**src/vt4_pkg.sv**
```systemverilog
// vt4_pkg: shared constants for the 4x4 vertex transform.
// Used by vt4_cfg, vt4_lane and vertex_transform_4x4_top; depends on nothing.
package vt4_pkg;

  localparam int FIELD_W        = 32;  // width of every vertex component port
  localparam int CFG_INDEX_W    = 8;   // register index carried by the write channel
  localparam int CFG_DATA_W     = 64;  // one register holds two coefficients
  localparam int HALF_W         = 32;  // one coefficient slot inside a register
  localparam int NUM_REGS       = 8;
  localparam int REG_IDX_W      = 3;
  localparam int NUM_COMP       = 4;   // x, y, z, w
  localparam int LANE_LAT       = 3;   // multiply, pair add, final add and clip
  localparam int DATA_WIDTH_DEF = 32;
  localparam int FRAC_BITS_DEF  = 16;

  // Register map: row k, columns 0/1 or 2/3
  localparam logic [REG_IDX_W-1:0] REG_ROW_X_COLS01 = 3'd0;
  localparam logic [REG_IDX_W-1:0] REG_ROW_X_COLS23 = 3'd1;
  localparam logic [REG_IDX_W-1:0] REG_ROW_Y_COLS01 = 3'd2;
  localparam logic [REG_IDX_W-1:0] REG_ROW_Y_COLS23 = 3'd3;
  localparam logic [REG_IDX_W-1:0] REG_ROW_Z_COLS01 = 3'd4;
  localparam logic [REG_IDX_W-1:0] REG_ROW_Z_COLS23 = 3'd5;
  localparam logic [REG_IDX_W-1:0] REG_ROW_W_COLS01 = 3'd6;
  localparam logic [REG_IDX_W-1:0] REG_ROW_W_COLS23 = 3'd7;

endpackage

```
**src/vt4_cfg.sv**
```systemverilog
// vt4_cfg: matrix coefficient registers, reset to identity.
// Depends on vt4_pkg.
module vt4_cfg #(
  parameter int DATA_WIDTH = vt4_pkg::DATA_WIDTH_DEF,
  parameter int FRAC_BITS  = vt4_pkg::FRAC_BITS_DEF
) (
  input  logic                                                  clk,
  input  logic                                                  rst,
  input  logic                                                  wr_en,
  input  logic [vt4_pkg::CFG_INDEX_W-1:0]                       wr_index,
  input  logic [vt4_pkg::CFG_DATA_W-1:0]                        wr_data,
  output logic [vt4_pkg::NUM_COMP-1:0][vt4_pkg::NUM_COMP-1:0][DATA_WIDTH-1:0] coef
);
  import vt4_pkg::*;

  localparam logic [CFG_DATA_W-1:0] ONE_LO = CFG_DATA_W'(1) << FRAC_BITS;
  localparam logic [CFG_DATA_W-1:0] ONE_HI = ONE_LO << HALF_W;

  logic [CFG_DATA_W-1:0] regs [NUM_REGS];
  logic                  idx_ok;

  assign idx_ok = wr_index < CFG_INDEX_W'(NUM_REGS);

  always_ff @(posedge clk) begin
    if (rst) begin
      regs[REG_ROW_X_COLS01] <= ONE_LO;
      regs[REG_ROW_X_COLS23] <= '0;
      regs[REG_ROW_Y_COLS01] <= ONE_HI;
      regs[REG_ROW_Y_COLS23] <= '0;
      regs[REG_ROW_Z_COLS01] <= '0;
      regs[REG_ROW_Z_COLS23] <= ONE_LO;
      regs[REG_ROW_W_COLS01] <= '0;
      regs[REG_ROW_W_COLS23] <= ONE_HI;
    end else if (wr_en && idx_ok) begin
      regs[wr_index[REG_IDX_W-1:0]] <= wr_data;
    end
  end

  // coef[k][j]: row k, column j; low DATA_WIDTH bits of its half
  for (genvar k = 0; k < NUM_COMP; k++) begin : g_row
    for (genvar j = 0; j < NUM_COMP; j++) begin : g_col
      assign coef[k][j] = regs[k*2 + j/2][(j%2)*HALF_W +: DATA_WIDTH];
    end
  end

endmodule

```
**config.mk**
```make
export PLATFORM = sky130hd
export DESIGN_NAME = vt4_cfg
export DESIGN_NICKNAME = d
export VERILOG_FILES = /design/src/vt4_pkg.sv /design/src/vt4_cfg.sv
export SDC_FILE = /design/constraint.sdc
export NUM_CORES = 1
export LEC_CHECK = 0
export ABC_AREA = 1
export BUFFER_PORTS_ARGS = -buffer_cell sky130_fd_sc_hd__buf_4
export CORE_AREA = 2 2 230 232
export CTS_BUF_LIST = sky130_fd_sc_hd__clkbuf_8
export DETAILED_ROUTE_END_ITERATION = 6
export DIE_AREA = 0 0 232 234
export PLACE_DENSITY = 0.56
export RECOVER_POWER = 100
export SLEW_MARGIN = 20
export SYNTH_ARGS = -nofsm -noshare
export SYNTH_HDL_FRONTEND = slang
export SYNTH_SLANG_ARGS = --single-unit
```
**constraint.sdc**
```tcl
create_clock -name clk -period 4.1 [get_ports clk]
set_input_delay 0.41 -clock clk [delete_from_list [all_inputs] [get_ports clk]]
set_output_delay 0.41 -clock clk [all_outputs]
set_load 0.02 [all_outputs]
```
# --- Word-level counts from Yosys, hierarchy flattened ---
# Memories as Yosys holds them, arrays and structs flattened.
# Cells that the tools add are included.
word_totals:
  reg_bits: 0
  n_memories: 1
  output_inout_bits: 512
  ram_bits: 512
  in_bits: 75
  wordCells: 12
memory_table:
  columns: ["memory", "depth", "word_bits", "read_ports", "rd_ports_with_merged_regs", "wr", "line", "source"]
  rows:
  - ["regs", 8, 64, 8, 0, 8, "vt4_cfg.sv:19", "logic [CFG_DATA_W-1:0] regs [NUM_REGS];"]
op_classes:
  magnitude_cmp: 1
  n_mux: 8
  reduce_logical: 2
ops:
  columns: ["op", "n"]
  rows:
  - ["2-to-1 mux 64 bit", 1]
  - ["OR reduction 64 bit", 1]
  - ["less-than comparator 8 x 4 -> 1 bit, second input constant", 1]
  - ["2-to-1 mux 1 bit", 6]
  - ["2-to-1 mux 3 bit", 1]
  - ["logical AND 1 bit", 1]

# --- Depth between registers and ports, before layout ---
depth:
  depth_word: 7
  mapped_depth: 7
  ltp_nobuf: 5

# --- Worst setup path after synthesis ---
# Ideal clock, no wire load.
synth_timing:
  kind: "input-to-reg"
  startpoint: "input wr_index[3] (netlist name)"
  endpoint: "memory regs[5][0] (enable)"
  arrival_time_ns: 2.597
  path_buffers: 1
  t_required_ns: 3.676
  path_slack_ns: 1.079
  setup_ns: 0.424
  cell_stages: 6
  path_cell_list: "inv_2 nand2_1 nor2_4 nand3_2 buf_2 nand2_1"
synth_lines:
  columns: ["item", "line", "source"]
  rows:
  - ["start: declaration", "vt4_cfg.sv:10", "input logic [vt4_pkg::CFG_INDEX_W-1:0] wr_index,"]
  - ["end: declaration", "vt4_cfg.sv:19", null]

==> results.cfg <==
[run_status]
status = finished with violations
violations = max-capacitance violations, max-slew violations

[final_layout]
largest-register = regs
n_antenna_cell = 0
fin_nets = 1891
layout_common_cells = 518 x nor2_1, 513 x clkbuf_1, 512 x edfxtp_1
final_common_cell = nor2_1
syn2layout_area_growth_pct = 24.8
reg_top3 = regs x512
largest_register_ff_count = 512
drive_gt1_frac = 0.105

[critical_path]
path_class = in2reg
crit_path_start_kind = input port
required_ns = 4.32
crit_arrival_ns = 2.83
worstSetupEndpoint = regs[2][41]
cp-end-kind = register
path_max_fanout = 64
startpoint = rst

[synthesis]
synth-edff-count = 512
synthCells = 1185
ys_ff_latch = 512
ys_types = 14
synthFlopType = edfxtp_1
synth.avg_cell_area_um2 = 15.4
async_flop_share = 0
yosysSeqAreaShare = 0.845
synth_nets = 1260
syn_area_mm2 = 0.0182
ys_warn_count = 0

[clock_tree]
cts.sinks = 512
clockBufferDepth = 3
clk_pin_slew_ns = 0.06
post_cts_resized = 0
root_buffer = clkbuf_8
cts_tree = yes
cts_setup_buffers = 0
htree_levels = 3
holdBufCountCts = 0
numCtsBuffers = 85

[timing]
finalSetupViolCount = 0
finalCritPeriodShare = 0.636
hold_viol_final = 0
fin_crit_ns = 2.61
max_freq_mhz = 383
rsz0062_at_grt = false
finalSetupTns_ns = 0
finalMaxSlewViolations = 939
setup_slack_ns = 1.49
worstMarginPinSlew_ns = 1.97
relSlewSlack = -0.313

[detailed_routing]
routed_wirelength_mm = 56.3
wl_per_cell_um = 21.9
dr.pass1.iters = 5
ant_nets = 0
viasPerCell = 4.60
drcViolationCount = 0
dr_total_vias = 11818
initialDrtViolationCount = 802

[die]
dieArea_mm2 = 0.0543
die_h_um = 234
ios = 587
die_w_um = 232
start_util = 0.350
core_area_mm2 = 0.0520
rows = 84

[power_and_ir_drop]
total_power_mw = 11.2
p_leak_nw = 8.34
power_density_mw_per_mm2 = 492
irDropWorstVdd_mv = 0.291

[global_route]
grtUsageTotal = 0.200
grt_overflow = 0
grt_pass1_wl_mm = 78.6
antenna_found_initial = 0
grt_max_degree = 65
grt_pass1_vias = 11590

[placement]
portBuffers = 586
place_ws_ns = 1.40
routabilityCongestion = 0.776
dp_hpwl_mm = 35.4

[worst_hold_path]
min_path_cells = 3
min_path_type = in2reg

[run]
maxCapViolations = 15
worst min path at each step:
stage                      from     endpoint  slack [ns]
detailed placement  wr_index[0]  regs[2][48]        0.81
global route        wr_index[0]  regs[0][16]        0.08
finish              wr_index[0]  regs[0][16]        0.12
CTS                 wr_index[0]  regs[0][16]        0.08
floorplan           wr_index[0]  regs[0][16]        0.64
global placement    wr_index[0]  regs[2][48]        0.79
critical path, stage by stage:
cell      delay [ns]
clkbuf_4        0.11
inv_1           0.28
nand2_1         0.21
nor2_8          0.18
nand3_1         0.14
nand2_2         1.37
Yosys cell counts (3+ instances only):
library cell  instances  area (um^2)
nor2_1              518         1940
edfxtp_1            512        15400
inv_1                69          259
buf_6                24          270
clkbuf_1             22         82.6
nand2_1              14         52.6
buf_2                 6         30.0
nand3_1               6         30.0
nand3_2               5         50.1
inv_2                 3         11.3
nand3_4               3         52.6
routing by layer:
metal | track usage | wire (um) | up-vias
met5 | 0 | 0 | -
met4 | 0.0787 | 1450 | 0
met3 | 0.0719 | 5680 | 88
met2 | 0.328 | 27100 | 559
met1 | 0.242 | 22000 | 5872
li1 | - | - | 5299
cells by family (layout without fill, tap and decap cells):
kind of cell	Yosys count	in the layout	share of synthesized area
buffers and inverters	124	820	0.0359
flip-flops	512	512	0.845
AND/OR/NAND/NOR	549	549	0.119
area by class of cell:
type | count | area, um^2
Timing Repair Buffer | 596 | 2560
Multi-Input combinational cell | 549 | 2120
Clock inverter | 65 | 333
Sequential cell | 512 | 15400
Tap cell | 688 | 861
Fill cell | 5212 | 29300
Clock buffer | 87 | 1200
Inverter | 72 | 270
report_power, final:
group / switching (mW) / internal (mW) / leakage [nW] / total, mW
clock: 2.06 / 2.10 / 0.849 / 4.16
combinational: 0.744 / 0.160 / 2.63 / 0.905
sequential: 0.0835 / 6.02 / 4.86 / 6.11
through the flow:
step           cell area (um^2)   util  instances  hold slack, ns
2_1_floorplan             18200      -       1185           0.643
3_3_place_gp              23200  0.447       2416           0.792
3_5_place_dp              23200  0.447       2416           0.806
4_1_cts                   24800  0.476       2568          0.0768
5_1_grt                   22700  0.437       2569          0.0848
6_report                  22700  0.437       2569           0.118
Power figures use the tool's default switching activity.
